File: src/cwhm_pkg.sv
package cwhm_pkg;

    // field widths
    localparam int COV_W   = 24;
    localparam int TALLY_W = 5;
    localparam int IDX_W   = 3;

    // window depth default
    localparam int WINDOW_LENGTH_DEF = 10;

    // register reset values
    localparam logic [COV_W-1:0]   LOST_LEVEL_RST      = 24'd655360;
    localparam logic [COV_W-1:0]   EMERGENCY_LEVEL_RST = 24'd65536;
    localparam logic [COV_W-1:0]   CRITICAL_LEVEL_RST  = 24'd32768;
    localparam logic [TALLY_W-1:0] EMERGENCY_MIN_RST   = 5'd3;
    localparam logic [TALLY_W-1:0] CRITICAL_MIN_RST    = 5'd5;

    typedef enum logic [IDX_W-1:0] {
        REG_LOST_LEVEL      = 3'd0,
        REG_EMERGENCY_LEVEL = 3'd1,
        REG_CRITICAL_LEVEL  = 3'd2,
        REG_EMERGENCY_MIN   = 3'd3,
        REG_CRITICAL_MIN    = 3'd4
    } cfg_index_t;

    typedef enum logic [1:0] {
        CLASS_NORMAL    = 2'd0,
        CLASS_CRITICAL  = 2'd1,
        CLASS_EMERGENCY = 2'd2
    } class_t;

    typedef enum logic [1:0] {
        STATUS_ACTIVE    = 2'd0,
        STATUS_CRITICAL  = 2'd1,
        STATUS_EMERGENCY = 2'd2,
        STATUS_LOST      = 2'd3
    } status_t;

    typedef struct packed {
        logic [COV_W-1:0]   lost_level;
        logic [COV_W-1:0]   emergency_level;
        logic [COV_W-1:0]   critical_level;
        logic [TALLY_W-1:0] emergency_count_min;
        logic [TALLY_W-1:0] critical_count_min;
    } cfg_t;

    // classifier result handed to the window
    typedef struct packed {
        logic   lost;
        class_t cls;
    } sample_class_t;

endpackage

File: src/windowed_covariance_health_monitor_top.sv
// path: a sample is taken into the input register, then moves on to the result register
// when the output is free (m_ready high or the result register empty)
// throughput: one sample per cycle while m_ready stays high; the window and tallies update
// in the same cycle the sample moves from the input register to the result register
// reset (aresetn low, synchronous): window cleared to normal, tallies zero,
// registers back to their defaults, both pipeline stages empty
module windowed_covariance_health_monitor_top #(
    parameter int WINDOW_LENGTH = cwhm_pkg::WINDOW_LENGTH_DEF
) (
    input  logic                         aclk,
    input  logic                         aresetn,
    // config writes
    input  logic                         cfg_valid,
    output logic                         cfg_ready,
    input  logic [cwhm_pkg::IDX_W-1:0]   cfg_index,
    input  logic [cwhm_pkg::COV_W-1:0]   cfg_data,
    // sample input
    input  logic                         s_valid,
    output logic                         s_ready,
    input  logic [cwhm_pkg::COV_W-1:0]   s_cov_x,
    input  logic [cwhm_pkg::COV_W-1:0]   s_cov_y,
    input  logic [cwhm_pkg::COV_W-1:0]   s_cov_z,
    input  logic                         s_invalid,
    // result output
    output logic                         m_valid,
    input  logic                         m_ready,
    output logic [1:0]                   m_status,
    output logic [cwhm_pkg::TALLY_W-1:0] m_emergency_tally,
    output logic [cwhm_pkg::TALLY_W-1:0] m_critical_tally
);

    cwhm_pkg::cfg_t               cfg_reg;
    cwhm_pkg::cfg_t               cfg_next;
    logic                         in_valid_reg;
    logic                         in_valid_next;
    logic [cwhm_pkg::COV_W-1:0]   cov_x_reg;
    logic [cwhm_pkg::COV_W-1:0]   cov_y_reg;
    logic [cwhm_pkg::COV_W-1:0]   cov_z_reg;
    logic                         invalid_reg;
    logic                         out_valid_reg;
    logic                         out_valid_next;
    logic [1:0]                   status_reg;
    logic [cwhm_pkg::TALLY_W-1:0] emergency_tally_reg;
    logic [cwhm_pkg::TALLY_W-1:0] critical_tally_reg;
    logic                         out_free;
    logic                         advance;
    logic                         in_xfer;
    cwhm_pkg::sample_class_t      smp;
    cwhm_pkg::status_t            status;
    logic [cwhm_pkg::TALLY_W-1:0] emergency_tally;
    logic [cwhm_pkg::TALLY_W-1:0] critical_tally;

    // config register writes
    assign cfg_ready = 1'b1;

    always_comb begin
        cfg_next = cfg_reg;
        if (cfg_valid) begin
            unique case (cwhm_pkg::cfg_index_t'(cfg_index))
                cwhm_pkg::REG_LOST_LEVEL:      cfg_next.lost_level = cfg_data;
                cwhm_pkg::REG_EMERGENCY_LEVEL: cfg_next.emergency_level = cfg_data;
                cwhm_pkg::REG_CRITICAL_LEVEL:  cfg_next.critical_level = cfg_data;
                cwhm_pkg::REG_EMERGENCY_MIN: begin
                    cfg_next.emergency_count_min = cfg_data[cwhm_pkg::TALLY_W-1:0];
                end
                cwhm_pkg::REG_CRITICAL_MIN: begin
                    cfg_next.critical_count_min = cfg_data[cwhm_pkg::TALLY_W-1:0];
                end
                default: cfg_next = cfg_reg;
            endcase
        end
    end

    always_ff @(posedge aclk) begin
        if (!aresetn) begin
            cfg_reg.lost_level          <= cwhm_pkg::LOST_LEVEL_RST;
            cfg_reg.emergency_level     <= cwhm_pkg::EMERGENCY_LEVEL_RST;
            cfg_reg.critical_level      <= cwhm_pkg::CRITICAL_LEVEL_RST;
            cfg_reg.emergency_count_min <= cwhm_pkg::EMERGENCY_MIN_RST;
            cfg_reg.critical_count_min  <= cwhm_pkg::CRITICAL_MIN_RST;
        end else begin
            cfg_reg <= cfg_next;
        end
    end

    // pipeline handshake
    assign out_free = !out_valid_reg || m_ready;
    assign advance  = in_valid_reg && out_free;
    assign s_ready  = !in_valid_reg || out_free;
    assign in_xfer  = s_valid && s_ready;

    always_comb begin
        in_valid_next = in_valid_reg;
        if (in_xfer) begin
            in_valid_next = 1'b1;
        end else if (advance) begin
            in_valid_next = 1'b0;
        end
        out_valid_next = out_valid_reg;
        if (advance) begin
            out_valid_next = 1'b1;
        end else if (m_ready) begin
            out_valid_next = 1'b0;
        end
    end

    always_ff @(posedge aclk) begin
        if (!aresetn) begin
            in_valid_reg  <= 1'b0;
            out_valid_reg <= 1'b0;
        end else begin
            in_valid_reg  <= in_valid_next;
            out_valid_reg <= out_valid_next;
        end
    end

    // input register
    always_ff @(posedge aclk) begin
        if (in_xfer) begin
            cov_x_reg   <= s_cov_x;
            cov_y_reg   <= s_cov_y;
            cov_z_reg   <= s_cov_z;
            invalid_reg <= s_invalid;
        end
    end

    cwhm_classify u_classify (
        .cov_x   (cov_x_reg),
        .cov_y   (cov_y_reg),
        .cov_z   (cov_z_reg),
        .invalid (invalid_reg),
        .cfg     (cfg_reg),
        .smp     (smp)
    );

    cwhm_window #(
        .WINDOW_LENGTH (WINDOW_LENGTH)
    ) u_window (
        .aclk            (aclk),
        .aresetn         (aresetn),
        .step            (advance),
        .smp             (smp),
        .cfg             (cfg_reg),
        .status          (status),
        .emergency_tally (emergency_tally),
        .critical_tally  (critical_tally)
    );

    // result register
    always_ff @(posedge aclk) begin
        if (advance) begin
            status_reg          <= status;
            emergency_tally_reg <= emergency_tally;
            critical_tally_reg  <= critical_tally;
        end
    end

    assign m_valid           = out_valid_reg;
    assign m_status          = status_reg;
    assign m_emergency_tally = emergency_tally_reg;
    assign m_critical_tally  = critical_tally_reg;

endmodule

File: src/cwhm_classify.sv
module cwhm_classify (
    input  logic [cwhm_pkg::COV_W-1:0] cov_x,
    input  logic [cwhm_pkg::COV_W-1:0] cov_y,
    input  logic [cwhm_pkg::COV_W-1:0] cov_z,
    input  logic                       invalid,
    input  cwhm_pkg::cfg_t             cfg,
    output cwhm_pkg::sample_class_t    smp
);

    logic [cwhm_pkg::COV_W-1:0] max_xy;
    logic [cwhm_pkg::COV_W-1:0] max_xyz;

    // largest of the three covariances
    always_comb begin
        max_xy  = (cov_y > cov_x) ? cov_y : cov_x;
        max_xyz = (cov_z > max_xy) ? cov_z : max_xy;
    end

    // lost check and class, emergency tested first
    always_comb begin
        smp.lost = invalid || (max_xyz > cfg.lost_level);
        priority if (max_xyz >= cfg.emergency_level) begin
            smp.cls = cwhm_pkg::CLASS_EMERGENCY;
        end else if (max_xyz >= cfg.critical_level) begin
            smp.cls = cwhm_pkg::CLASS_CRITICAL;
        end else begin
            smp.cls = cwhm_pkg::CLASS_NORMAL;
        end
    end

endmodule

File: src/cwhm_window.sv
module cwhm_window #(
    parameter int WINDOW_LENGTH = cwhm_pkg::WINDOW_LENGTH_DEF
) (
    input  logic                         aclk,
    input  logic                         aresetn,
    input  logic                         step,
    input  cwhm_pkg::sample_class_t      smp,
    input  cwhm_pkg::cfg_t               cfg,
    output cwhm_pkg::status_t            status,
    output logic [cwhm_pkg::TALLY_W-1:0] emergency_tally,
    output logic [cwhm_pkg::TALLY_W-1:0] critical_tally
);

    cwhm_pkg::class_t             window_reg [WINDOW_LENGTH];
    logic [cwhm_pkg::TALLY_W-1:0] emergency_count_reg;
    logic [cwhm_pkg::TALLY_W-1:0] critical_count_reg;
    logic [cwhm_pkg::TALLY_W-1:0] emergency_count_next;
    logic [cwhm_pkg::TALLY_W-1:0] critical_count_next;
    logic                         shift;
    logic                         old_emer;
    logic                         old_crit;
    logic                         new_emer;
    logic                         new_crit;

    assign shift = step && !smp.lost;

    // tally update: oldest entry leaves, new class enters
    always_comb begin
        old_emer = (window_reg[0] == cwhm_pkg::CLASS_EMERGENCY);
        old_crit = (window_reg[0] == cwhm_pkg::CLASS_CRITICAL);
        new_emer = (smp.cls == cwhm_pkg::CLASS_EMERGENCY);
        new_crit = (smp.cls == cwhm_pkg::CLASS_CRITICAL);
        emergency_count_next = emergency_count_reg;
        critical_count_next  = critical_count_reg;
        if (shift) begin
            emergency_count_next = emergency_count_reg
                                 + cwhm_pkg::TALLY_W'(new_emer)
                                 - cwhm_pkg::TALLY_W'(old_emer);
            critical_count_next  = critical_count_reg
                                 + cwhm_pkg::TALLY_W'(new_crit)
                                 - cwhm_pkg::TALLY_W'(old_crit);
        end
    end

    // window shift and tally registers
    always_ff @(posedge aclk) begin
        if (!aresetn) begin
            for (int i = 0; i < WINDOW_LENGTH; i++) begin
                window_reg[i] <= cwhm_pkg::CLASS_NORMAL;
            end
            emergency_count_reg <= '0;
            critical_count_reg  <= '0;
        end else begin
            if (shift) begin
                for (int i = 0; i < WINDOW_LENGTH - 1; i++) begin
                    window_reg[i] <= window_reg[i+1];
                end
                window_reg[WINDOW_LENGTH-1] <= smp.cls;
            end
            emergency_count_reg <= emergency_count_next;
            critical_count_reg  <= critical_count_next;
        end
    end

    // status from the updated tallies: lost wins over all, then emergency wins over critical
    always_comb begin
        priority if (smp.lost) begin
            status = cwhm_pkg::STATUS_LOST;
        end else if (emergency_count_next >= cfg.emergency_count_min) begin
            status = cwhm_pkg::STATUS_EMERGENCY;
        end else if (critical_count_next >= cfg.critical_count_min) begin
            status = cwhm_pkg::STATUS_CRITICAL;
        end else begin
            status = cwhm_pkg::STATUS_ACTIVE;
        end
    end

    assign emergency_tally = emergency_count_next;
    assign critical_tally  = critical_count_next;

endmodule
File: config.mk
export PLATFORM = sky130hd
export DESIGN_NAME = windowed_covariance_health_monitor_top
export DESIGN_NICKNAME = d
export VERILOG_FILES = /design/src/cwhm_pkg.sv /design/src/windowed_covariance_health_monitor_top.sv /design/src/cwhm_classify.sv /design/src/cwhm_window.sv
export SDC_FILE = /design/constraint.sdc
export NUM_CORES = 1
export LEC_CHECK = 0
export BUFFER_PORTS_ARGS = -buffer_cell sky130_fd_sc_hd__buf_2
export CAP_MARGIN = 15
export CORE_MARGIN = 1.5
export CORE_UTILIZATION = 30
export CTS_CLUSTER_DIAMETER = 40
export CTS_CLUSTER_SIZE = 40
export DETAILED_ROUTE_END_ITERATION = 8
export GPL_ROUTABILITY_DRIVEN = 0
export GPL_TIMING_DRIVEN = 0
export SYNTH_ARGS = -nofsm -noshare
export SYNTH_HDL_FRONTEND = slang
export SYNTH_SLANG_ARGS = --single-unit
export TNS_END_PERCENT = 5
File: constraint.sdc
create_clock -name aclk -period 9.7 [get_ports aclk]
set_input_delay 0.485 -clock aclk [delete_from_list [all_inputs] [get_ports aclk]]
set_output_delay 0.485 -clock aclk [all_outputs]
set_load 0.02 [all_outputs]
Word-level counts from Yosys, hierarchy flattened
Memory sizes are Yosys's and may differ from the RTL's.
Index checks and enable logic that the tools add are counted.
Widths: inputs -> output; s select.
{"block": "classes", "addsub": 4, "magnitude_cmp": 7, "eq_ne": 8, "muxes": 26, "bitwise": 10, "n_reduce_logical": 18}
{"operator": "$gt 24x24->1", "count": 3}
{"operator": "$ge 24x24->1", "count": 2}
{"operator": "$mux 24", "count": 2}
{"operator": "$mux 2", "count": 11}
{"operator": "$mux 1", "count": 11}
{"operator": "$add 5x1->5", "count": 2}
{"operator": "$ge 5x5->1", "count": 2}
{"operator": "$mux 5", "count": 2}
{"operator": "$or 1x1->1", "count": 10}
{"operator": "$reduce_and 2->1", "count": 5}
{"operator": "$sub 5x1->5", "count": 2}
{"operator": "$eq 3x2->1 const B", "count": 2}
{"operator": "$eq 2x1->1 const B", "count": 2}
{"operator": "$eq 2x2->1 const B", "count": 2}
{"operator": "$reduce_bool 2->1", "count": 2}
{"operator": "$eq 3x1->1 const B", "count": 1}
{"operator": "$eq 3x3->1 const B", "count": 1}
{"operator": "$logic_and 1x1->1", "count": 3}
{"operator": "$logic_not 1->1", "count": 3}
{"operator": "$logic_not 3->1", "count": 1}
{"operator": "$logic_or 1x1->1", "count": 3}
{"operator": "$reduce_or 2->1", "count": 1}
{"block": "word_totals", "ff_bits": 179, "ramBits": 20, "output_inout_bits": 15, "n_memories": 1}
{"memory": "u_window.window_reg", "words": 10, "width": 2, "rd": 10, "rd_clocked_by_memory_dff": 0, "write_ports": 10, "line_no": "cwhm_window.sv:14", "text": "cwhm_pkg::class_t window_reg [WINDOW_LENGTH];"}

Longest topological paths before layout
Gate-level depths: netlist of the first run.
{"block": "depth", "depth_word": 14, "mapped_depth": 36, "mapped_depth_nobuf": 33}

Hierarchy
A second synthesis of the first run with hierarchy kept.
{"block": "unflattened", "cells_unflattened": 1055, "area_unflattened_um2": 11136.9}
{"mod": "windowed_covariance_health_monitor_top", "instances": 1, "cells_per_inst": 402, "area_each_um2": 5825.6, "seq_area_each_um2": 4234.1}
{"mod": "cwhm_classify", "instances": 1, "cells_per_inst": 480, "area_each_um2": 3467.1, "seq_area_each_um2": 0.0}
{"mod": "cwhm_window", "instances": 1, "cells_per_inst": 173, "area_each_um2": 1844.3, "seq_area_each_um2": 800.8}

Worst setup path after synthesis of the first run
Ideal clock, no wire load.
{"block": "synth_path", "kind": "flip-flop to flip-flop", "from": "reg cov_y_reg[22] (netlist bit)", "to": "reg status_reg[0] (netlist: m_status[0]), data pin", "setup_time_ps": 265, "arrival_time_ps": 7476, "required_time_ps": 9435, "setup_slack_ps": 1959, "path_stages_with_launch": 34, "period_less_slack_ps": 7741, "cell_sequence": "edfxtp_1 > ha_1 > a21oi_1 > nand2_1 > a221oi_1 > nor4b_2 > clkbuf_1 > a22o_1 > a221oi_1 > ha_1 > nor2b_1 > o211ai_1 > a21oi_1 > o311a_1 > o21ai_1 > buf_2 > mux2i_1 > ha_1 > a21o_1 > a2111oi_0 > o21ai_0 > a211o_1 > a41oi_1 > nor2_1 > ha_1 > fa_1 > a21o_1 > a21oi_1 > xnor2_1 > o211ai_1 > xnor2_1 > ha_1 > a21oi_1 > o21ai_0"}
{"element": "from (decl)", "line_no": "windowed_covariance_health_monitor_top.sv:37", "text": "logic [cwhm_pkg::COV_W-1:0] cov_y_reg;"}
{"element": "from (signal assigned)", "line_no": "windowed_covariance_health_monitor_top.sv:121", "text": "cov_y_reg <= s_cov_y;"}
{"element": "to (signal assigned)", "line_no": "windowed_covariance_health_monitor_top.sv:152", "text": "status_reg <= status;"}
{"element": "to (decl)", "line_no": "windowed_covariance_health_monitor_top.sv:42", "text": "logic [1:0] status_reg;"}

==> results.py, run 1 <==
metrics = {
    "detailed_routing": {
        "num_vias": 8597,
        "wl_met2_mm": 12.7,
        "routed.top_layer": "met5",
        "met3_length_mm": 1.42,
        "routed_via_density": 4.87,
        "final_antenna_net_count": 0,
        "drc_errors": 0,
        "drt-total-wl_mm": 27.8,
        "wl_per_cell_microns": 15.8,
        "first_pass_iters": 4,
        "drt-initial-drc-count": 401,
        "wl_met1_mm": 13.3,
    },
    "cts": {
        "cts.sinks": 199,
        "cts_tree": "yes",
        "cts_buffers": 17,
        "path_clk_slew_ns": 0.08,
        "clockBufferDepth": 2,
        "cts_root_buf": "clkbuf_16",
        "htreeDepth": 4,
        "clk_latency_ns": 0.45,
        "cts_setup_buffers": 0,
    },
    "timing": {
        "finalSetupViolations": 0,
        "fin_crit_ns": 9.15,
        "hold_viol_final": 0,
        "slew_headroom": 0.407,
        "fin_hold_ws_ns": 0.207,
        "fin_setup_tns_ns": 0,
        "slew_violations": 0,
        "period_share": 0.943,
        "worst_slew_pin_slew_ns": 0.881,
        "max_freq_mhz": 109,
        "skew_ns": 0.0143,
    },
    "yosys": {
        "synthArstFlopShare": 0,
        "yosysTopAreaCell": "edfxtp_1",
        "synth_seq_cells": 199,
        "synth_most_common_cell": "nand2_1",
        "synth_area_sq_um": 11100,
        "ys.flop_type": "edfxtp_1",
        "synth_top_area_frac": 0.284,
        "yosys-top-cells-area": "edfxtp_1 28%, dfxtp_1 17%, ha_1 16%",
        "synth_fp_nets": 1393,
        "seq_area_frac_synth": 0.453,
        "synth_cell_types": 55,
        "synthCells": 1146,
        "synth_edf_count": 105,
        "syn_avg_cell_area_sq_um": 9.70,
        "yosysWarningCount": 0,
        "ys_top_cells_by_count": "173 x nand2_1, 144 x inv_1, 140 x ha_1",
    },
    "worst_setup_path": {
        "cp_top_family": "compound AO/OA/AOI/OAI gates",
        "path_class": "reg -> reg",
        "slowest_delay_ns": 0.51,
        "crit_required_ns": 9.88,
        "r2r_setup_slack_ns": 0.55,
        "cp_num_buf_inv": 4,
        "reg2reg_depth": 34,
        "slowest_stage": "a221oi_1",
        "rr_endpoint": "m_status[0]$_SDFFCE_PP1P_",
        "startpoint": "cov_x_reg[15]$_DFFE_PP_",
        "start_kind": "flop",
        "cp_max_fo": 10,
        "r2r-start": "cov_x_reg[15]$_DFFE_PP_",
        "worstSetupEndpointType": "flop",
        "cp.arrival_ns": 9.33,
    },
    "floorplanning": {
        "rows": 70,
        "die_h_microns": 196,
        "dieWidth_microns": 196,
        "core_area_sq_um": 36500,
        "initial_core_util": 0.304,
        "dieArea_sq_um": 38200,
        "io_pins": 120,
    },
    "global_route": {
        "grt_max_degree": 73,
        "grt_pass1_wl_mm": 43.6,
        "track_usage": 0.147,
        "grt_pass1_vias": 8361,
        "antenna_found_initial": 2,
        "overflow": 0,
    },
    "run_status": {
        "outcome": "completed",
    },
    "power_and_ir_drop": {
        "p_clk_frac": 0.317,
        "powerDensity_nw_per_um2": 172,
        "netSwitchingPower_mw": 0.690,
        "total_power_mw": 2.24,
        "vdd.ir_drop.worst_uv": 134,
        "p_sw_frac": 0.308,
        "pwr-share-comb": 0.256,
        "p_int_mw": 1.55,
        "leakagePower_nw": 5.22,
        "power_frac_seq": 0.426,
    },
    "place": {
        "io_buffer_count": 117,
        "post-place-cells": 1733,
        "dpl.hpwl_mm": 21.7,
        "placed_area_sq_um": 12300,
    },
    "cells_and_area": {
        "largest_register_ffs": 82,
        "area_growth_pct": 16.9,
        "num-nets-final": 1532,
        "drive_above_1_share": 0.134,
        "final_cells": 1766,
        "stdcell_area_sq_um": 13000,
    },
    "job": {
        "maxCapViolCount": 0,
    },
    "worst_hold_path": {
        "worstHoldStart": "s_cov_z[17]",
        "hold_class": "in -> reg",
        "whs_path_depth": 1,
        "hold_path_end": "cov_z_reg[17]$_DFFE_PP_",
    },
}
kinds of logic (layout without fill, tap and decap cells):
group,Yosys count,in the layout,share of synthesized area
buf+inv,190,341,0.0664
mux,33,33,0.0297
fa+ha+maj,142,142,0.161
simple gates,302,302,0.124
flops,199,199,0.453
compound gates,271,271,0.159
xor+xnor,8,8,0.00630
other cells,1,2,0.000337
stage by stage:
step,util,setup slack [ns]
2_1_floorplan,-,1.96
3_3_place_gp,0.336,0.121
3_5_place_dp,0.338,0.0531
4_1_cts,0.354,0.0119
5_1_grt,0.356,-0.0176
6_report,0.356,0.550
cell type report:
class                      count  area, sq um
inverter                     144          541
clock buffer                  17          425
clock inverter                14          149
buffer                        46          203
timing repair buffer         120          636
multi-input combinational    757         5430
tap                          468          586
antenna                        1         2.50
fill                        3701        23500
sequential                   199         5030
routing by layer:
| layer | up-vias | track usage |
|---|---|---|
| li1 | 4337 | - |
| met1 | 4030 | 0.196 |
| met2 | 201 | 0.239 |
| met3 | 27 | 0.0332 |
| met4 | 2 | 0.0393 |
| met5 | - | 0 |
placed cells by master, fill, tap and decap left out, types with 17 or more instances in the layout:
cell / n
nand2_1: 173
nor2_1: 26
o211ai_1: 17
mux2i_1: 30
a22o_1: 24
dfxtp_1: 94
nand4_1: 21
buf_2: 118
a21oi_1: 127
clkbuf_1: 38
a221oi_1: 21
edfxtp_1: 105
and2_1: 24
clkbuf_16: 17
ha_1: 140
inv_1: 144
a21o_1: 17
worst register-to-register path, delay by kind of cell, from the launching register on:
kind	cells	cell delay (ns)
XOR/XNOR	2	0.45
AO/OA/AOI/OAI	19	4.52
multiplexers	1	0.37
flip-flops	1	0.41
AND/OR/NAND/NOR	2	0.33
buffers and inverters	4	0.80
adder cells (fa/ha/maj)	6	2.02
power by group through the flow:
stage / clock, mW / combinational (mW) / sequential, mW
6_report: 0.711 / 0.574 / 0.954
3_3_place_gp: 0 / 0.540 / 0.973
4_1_cts: 0.727 / 0.564 / 0.954
3_5_place_dp: 0 / 0.560 / 0.973
5_1_grt: 0.757 / 0.651 / 0.959
2_1_floorplan: 0 / 0.384 / 0.973
worst max path at each step:
stage | to | slack, ns | cells past startpoint
after floorplan | m_status[0]$_SDFFCE_PP1P_ | 1.96 | 33
after global placement | m_status[0]$_SDFFCE_PP1P_ | 0.12 | 34
after detailed placement | m_status[0]$_SDFFCE_PP1P_ | 0.05 | 34
after CTS | m_status[0]$_SDFFCE_PP1P_ | 0.01 | 34
after global routing | m_status[0]$_SDFFCE_PP1P_ | -0.02 | 35
final | m_status[0]$_SDFFCE_PP1P_ | 0.55 | 34
timing repair:
action / CTS / global route
hold buffers: 0 / 0
setup endpoints to repair: 0 / 4
gates resized for setup: 0 / 18
(Power assumes the default switching activity.)
==> run 2, diff against run 1 <==
Settings changed: ABC_AREA set to 1, CORE_MARGIN 1.5 to 2, GPL_TIMING_DRIVEN 0 to not set.
==> run 2 against run 1 <==
Sequential share of layout area increased by 1.1 points. Wire length decreased by 10%. Flip-flop and latch count did not move. Count of clock-buffer cells in the layout did not move. Core utilization fell by 0.93 points. Via count decreased by 2.8%. Critical path depth increased by 7. Sequential power hardly changed. Design area fell by 2.8%. Synthesized cell count increased by 11%. Register-to-register slack better by 1.4 ns. Critical path type unchanged.
==> results.py, run 2 <==
metrics = {
    "yosys": {
        "synth_seq_cells": 199,
        "seq_area_frac_synth": 0.457,
        "synth_area_sq_um": 11000,
        "yosysWarningCount": 0,
        "syn_avg_cell_area_sq_um": 8.66,
        "synth_fp_nets": 1521,
        "synth_most_common_cell": "inv_1",
        "synthCells": 1274,
        "ys_top_cells_by_count": "226 x inv_1, 212 x nand2_1, 140 x ha_1",
        "ys.flop_type": "edfxtp_1",
        "synth_top_area_frac": 0.286,
        "synth_edf_count": 105,
        "synthArstFlopShare": 0,
        "yosysTopAreaCell": "edfxtp_1",
        "yosys-top-cells-area": "edfxtp_1 29%, dfxtp_1 17%, ha_1 16%",
        "synth_cell_types": 36,
    },
    "run_status": {
        "outcome": "completed",
    },
    "worst_hold_path": {
        "hold_class": "in -> reg",
    },
    "global_route": {
        "met2_usage": 0.226,
        "overflow": 0,
        "grt_pass1_wl_mm": 41.1,
        "busiest_layer": "met2",
        "grtUsageMet3": 0.0280,
        "met1_usage": 0.181,
        "track_usage": 0.135,
        "grt_max_degree": 85,
        "grt_pass1_vias": 8094,
        "antenna_found_initial": 2,
    },
    "timing": {
        "period_share": 0.798,
        "rsz0062_at_grt": "false",
        "slew_violations": 0,
        "fin_crit_ns": 7.74,
        "finalSetupViolations": 0,
        "skew_ns": 0.0127,
        "fin_setup_tns_ns": 0,
        "max_freq_mhz": 129,
        "fin_hold_ws_ns": 0.213,
        "slew_headroom": 0.353,
        "hold_viol_final": 0,
        "worst_slew_pin_slew_ns": 0.970,
        "fin_ws_ns": 1.96,
    },
    "cts": {
        "cts_root_buf": "clkbuf_16",
        "clk_latency_ns": 0.45,
        "cts_buffers": 17,
        "path_clk_slew_ns": 0.08,
        "cts_tree": "yes",
        "cts_resized": 0,
        "cts-hold-fix-buffers": 0,
        "clockBufferDepth": 2,
        "cts_setup_buffers": 0,
        "cts.sinks": 199,
        "htreeDepth": 4,
    },
    "cells_and_area": {
        "utilization": 0.347,
        "largest_register_ffs": 82,
        "area_growth_pct": 14.6,
        "fillerInstances": 3794,
        "most-common-layout-cells": "225 x inv_1, 212 x nand2_1, 140 x ha_1, 134 x a21oi_1, 118 x buf_2",
        "num-nets-final": 1622,
        "final_common_cell": "inv_1",
        "drive_above_1_share": 0.135,
    },
    "worst_setup_path": {
        "cp_max_fo": 25,
        "cp.arrival_ns": 7.94,
        "worstSetupEndpointType": "flop",
        "cp_top_family": "simple AND/OR/NAND/NOR gates",
        "slowest_stage": "fa_1",
        "path_class": "reg -> reg",
        "crit_required_ns": 9.90,
        "cp_num_buf_inv": 7,
        "start_kind": "flop",
        "slowest_delay_ns": 0.47,
        "crit_top_cell": "nand2_1",
    },
    "detailed_routing": {
        "first_pass_iters": 5,
        "routed_via_density": 4.50,
        "drt-initial-drc-count": 459,
        "wl_per_cell_microns": 13.5,
        "drc_errors": 0,
        "final_antenna_net_count": 0,
        "drt-total-wl_mm": 25.0,
        "num_vias": 8352,
    },
    "floorplanning": {
        "io_pins": 120,
        "dieArea_sq_um": 38300,
        "initial_core_util": 0.303,
        "die_h_microns": 196,
        "core_area_sq_um": 36400,
        "dieWidth_microns": 196,
        "rows": 70,
    },
    "power_and_ir_drop": {
        "powerDensity_nw_per_um2": 176,
        "vdd.ir_drop.worst_uv": 128,
        "total_power_mw": 2.22,
        "leakagePower_nw": 5.86,
    },
    "job": {
        "maxCapViolCount": 0,
    },
    "place": {
        "place_ws_ns": 1.85,
        "dpl.hpwl_mm": 19.3,
        "io_buffer_count": 118,
    },
}
run 2: cell types whose count changed after synthesis, sizes merged, moves of 13 or more:
cell,delta
nor2,+49
nor2b,-15
o21ai,+77
and2,-25
nand3,+58
a221oi,-25
a22o,-24
clkbuf,-16
a21o,-13
mux2i,-33
nand2,+62
inv,+86
run 2: power breakdown:
part,switching (mW),leakage [nW],internal (mW),total (mW)
combinational,0.350,3.77,0.205,0.555
sequential,0.0174,1.80,0.934,0.952
clock,0.347,0.294,0.369,0.716
run 2: final timing paths:
check / to / slack [ns] / cells after the start / from
setup / recovery: m_status[0]$_SDFFCE_PP1P_ / 1.96 / 41 / cov_y_reg[1]$_DFFE_PP_
hold / removal: cov_z_reg[19]$_DFFE_PP_ / 0.21 / 1 / s_cov_z[19]
setup reg to reg: m_status[0]$_SDFFCE_PP1P_ / 1.96 / 41 / cov_y_reg[1]$_DFFE_PP_
hold reg to reg: cfg_reg[46]$_SDFFE_PN0P_ / 0.46 / 2 / cfg_reg[46]$_SDFFE_PN0P_
run 2: through the flow:
step | area (sq um) | cells
after global routing | 12600 | 1856
after global placement | 12000 | 1824
after floorplan | 11000 | 1274
final | 12600 | 1857
after CTS | 12600 | 1856
after detailed placement | 12000 | 1824
run 2: logic make-up after synthesis:
family | share of synthesized area
fa+ha+maj | 0.162
other cells | 0.000340
buf+inv | 0.0955
xor+xnor | 0.00635
simple gates | 0.161
compound gates | 0.118
flops | 0.457
run 2: worst reg2reg max path, delay by kind of cell, from the launching register on:
| family | cells | cell delay [ns] |
|---|---|---|
| DFF | 1 | 0.42 |
| adders and majority gates | 6 | 1.96 |
| buffers and inverters | 7 | 0.66 |
| xor gates and xnor gates | 1 | 0.17 |
| and+or+nand+nor | 18 | 3.11 |
| AOI/OAI and AO/OA | 9 | 1.18 |
run 2: per-layer routing:
layer | part of all wire | routed length, microns
met1 | 0.48 | 12100
met2 | 0.47 | 11600
met4 | 0.0087 | 217
met3 | 0.042 | 1050
met5 | 0.00060 | 15
run 2: cell type report:
cell class | instances | area (sq um) | share of cell area
inverters | 230 | 863 | 0.0683
clock inverters | 15 | 169 | 0.0134
clock buffers | 17 | 425 | 0.0337
flip-flops and latches | 199 | 5030 | 0.399
repair buffers | 121 | 613 | 0.0485
well taps | 468 | 586 | 0.0464
multi-input cells | 806 | 4940 | 0.391
diodes | 1 | 2.50 | 0.000198
==> run 3, diff against run 2 <==
Clock period 9.7 ns to 6.5 ns, I/O delays scaled along.
==> run 3 against run 2 <==
The run now ends with negative setup slack left. Register-to-register slack worse by 2.0 ns. Global-route usage is 0.68 points higher. Count of clock-buffer cells in the layout is 3 higher. Clock skew is 0.011 ns higher. Power is 61% higher.
==> results.py, run 3 (synthesis results as in run 2) <==
metrics = {
    "detailed_routing": {
        "drt-total-wl_mm": 26.6,
        "first_pass_iters": 4,
        "final_antenna_net_count": 0,
        "num_vias": 9081,
        "drc_errors": 0,
        "wl_per_cell_microns": 13.0,
        "routed_via_density": 4.46,
        "drt-initial-drc-count": 434,
    },
    "cts": {
        "path_clk_slew_ns": 0.09,
        "clockBufferDepth": 2,
        "htreeDepth": 4,
        "cts.sinks": 199,
        "clk_latency_ns": 0.45,
        "cts_buffers": 17,
        "cts_tree": "yes",
        "cts_root_buf": "clkbuf_16",
    },
    "timing": {
        "fin_setup_tns_ns": -0.000531,
        "max_freq_mhz": 154,
        "worst_slew_pin_slew_ns": 1.00,
        "period_share": 1.00,
        "fin_ws_ns": -0.000531,
        "slew_headroom": 0.334,
        "slew_violations": 0,
        "finalSetupViolations": 1,
        "fin_crit_ns": 6.50,
        "skew_ns": 0.0233,
        "rsz0062_at_grt": "true",
        "hold_viol_final": 0,
    },
    "cells_and_area": {
        "stdcell_area_sq_um": 14300,
        "largest_register_ffs": 82,
        "most-common-layout-cells": "222 x inv_1, 196 x nand2_1, 173 x buf_4, 137 x ha_1, 129 x a21oi_1",
        "drive_above_1_share": 0.266,
        "utilization": 0.392,
        "final_common_cell": "inv_1",
        "num-nets-final": 1804,
        "area_growth_pct": 29.5,
        "diodes": 0,
    },
    "worst_setup_path": {
        "crit_required_ns": 6.70,
        "slowest_stage": "edfxtp_1",
        "cp_max_fo": 12,
        "slowest_delay_ns": 0.41,
        "worstSetupEndpointType": "flop",
        "start_kind": "flop",
        "crit_top_cell": "nand2_1",
        "path_class": "reg -> reg",
        "cp.arrival_ns": 6.70,
    },
    "power_and_ir_drop": {
        "vdd.ir_drop.worst_uv": 207,
        "powerDensity_nw_per_um2": 251,
        "leakagePower_nw": 6.76,
    },
    "floorplanning": {
        "dieArea_sq_um": 38300,
        "initial_core_util": 0.303,
        "die_h_microns": 196,
        "dieWidth_microns": 196,
        "rows": 70,
        "core_area_sq_um": 36400,
        "io_pins": 120,
    },
    "global_route": {
        "overflow": 0,
        "track_usage": 0.142,
        "antenna_found_initial": 1,
        "grt_pass1_wl_mm": 43.3,
        "grt_max_degree": 85,
        "grt_pass1_vias": 8689,
    },
    "place": {
        "dpl.hpwl_mm": 20.1,
        "placed_area_sq_um": 13100,
        "io_buffer_count": 118,
    },
    "run_status": {
        "failed_checks": "negative setup slack",
        "outcome": "finished with violations",
    },
    "job": {
        "maxCapViolCount": 0,
    },
    "worst_hold_path": {
        "hold_class": "in -> reg",
    },
}
run 3: changes by cell type in the layout (fill, tap and decap cells not counted), moves of 5 or more:
cell,previous run,this run
nand2_1,212,196
a21oi_2,0,5
nand2_2,22,37
nand3_1,69,62
buf_6,0,6
o21ai_1,1,8
nor2_2,2,10
nor2_1,73,63
nand3_2,1,7
a21oi_1,134,129
o21ai_0,95,87
buf_4,3,173
run 3: area by class of cell:
class | instances | area, sq um
well taps | 468 | 586
clock buffers | 20 | 468
fillers | 3680 | 22200
repair buffers | 303 | 2070
inverters | 230 | 871
flip-flops and latches | 199 | 5030
multi-input cells | 806 | 5140
clock inverters | 12 | 104
run 3: report_power, final:
group	internal, mW	switching [mW]	total (mW)	leakage (nW)
combinational	0.520	0.602	1.12	4.68
sequential	1.39	0.0265	1.42	1.80
clock	0.537	0.504	1.04	0.283
run 3: metrics by stage:
step / total power [mW] / cells / hold slack, ns / setup slack [ns]
finish: 3.58 / 2038 / 0.0395 / -0.000531
global route: 3.83 / 2038 / 0.0186 / -0.472
CTS: 3.60 / 2033 / 0.0224 / -0.00160
detailed placement: 2.45 / 1965 / 0.455 / -0.408
global placement: 2.42 / 1965 / 0.445 / -0.287
floorplan: 2.06 / 1274 / 0.424 / 0.547
run 3: critical path: cells and delay by family (launching register included):
family                     cells  cell delay [ns]
AOI/OAI and AO/OA              6             0.79
adders and majority gates      6             1.72
buffers and inverters          8             0.94
DFF                            1             0.41
and+or+nand+nor               25             2.38
run 3: timing repair:
action                                  in CTS  in global routing
cloned                                       3                  0
hold buffers                                 0                  0
buffers inserted                            33                  5
gates resized for setup                     60                 17
endpoints found under the setup margin       2                  6
pin swaps                                   29                 11
run 3: worst paths after layout:
| kind | start | to | slack, ns | cells after the start |
|---|---|---|---|---|
| setup / recovery | cov_y_reg[7]$_DFFE_PP_ | m_status[0]$_SDFFCE_PP1P_ | -0.0005 | 45 |
| setup reg to reg | cov_y_reg[7]$_DFFE_PP_ | m_status[0]$_SDFFCE_PP1P_ | -0.0005 | 45 |
| hold reg to reg | cfg_reg[9]$_SDFFE_PN0P_ | cfg_reg[9]$_SDFFE_PN0P_ | 0.46 | 2 |
| hold / removal | s_cov_x[19] | cov_x_reg[19]$_DFFE_PP_ | 0.04 | 1 |
run 3: per-layer routing:
layer,vias up,global-route usage,share of wire
met3,27,0.0265,0.037
met2,173,0.244,0.48
met4,2,0.0348,0.013
met5,-,0,0.00045
li1,4769,-,-
met1,4110,0.185,0.47
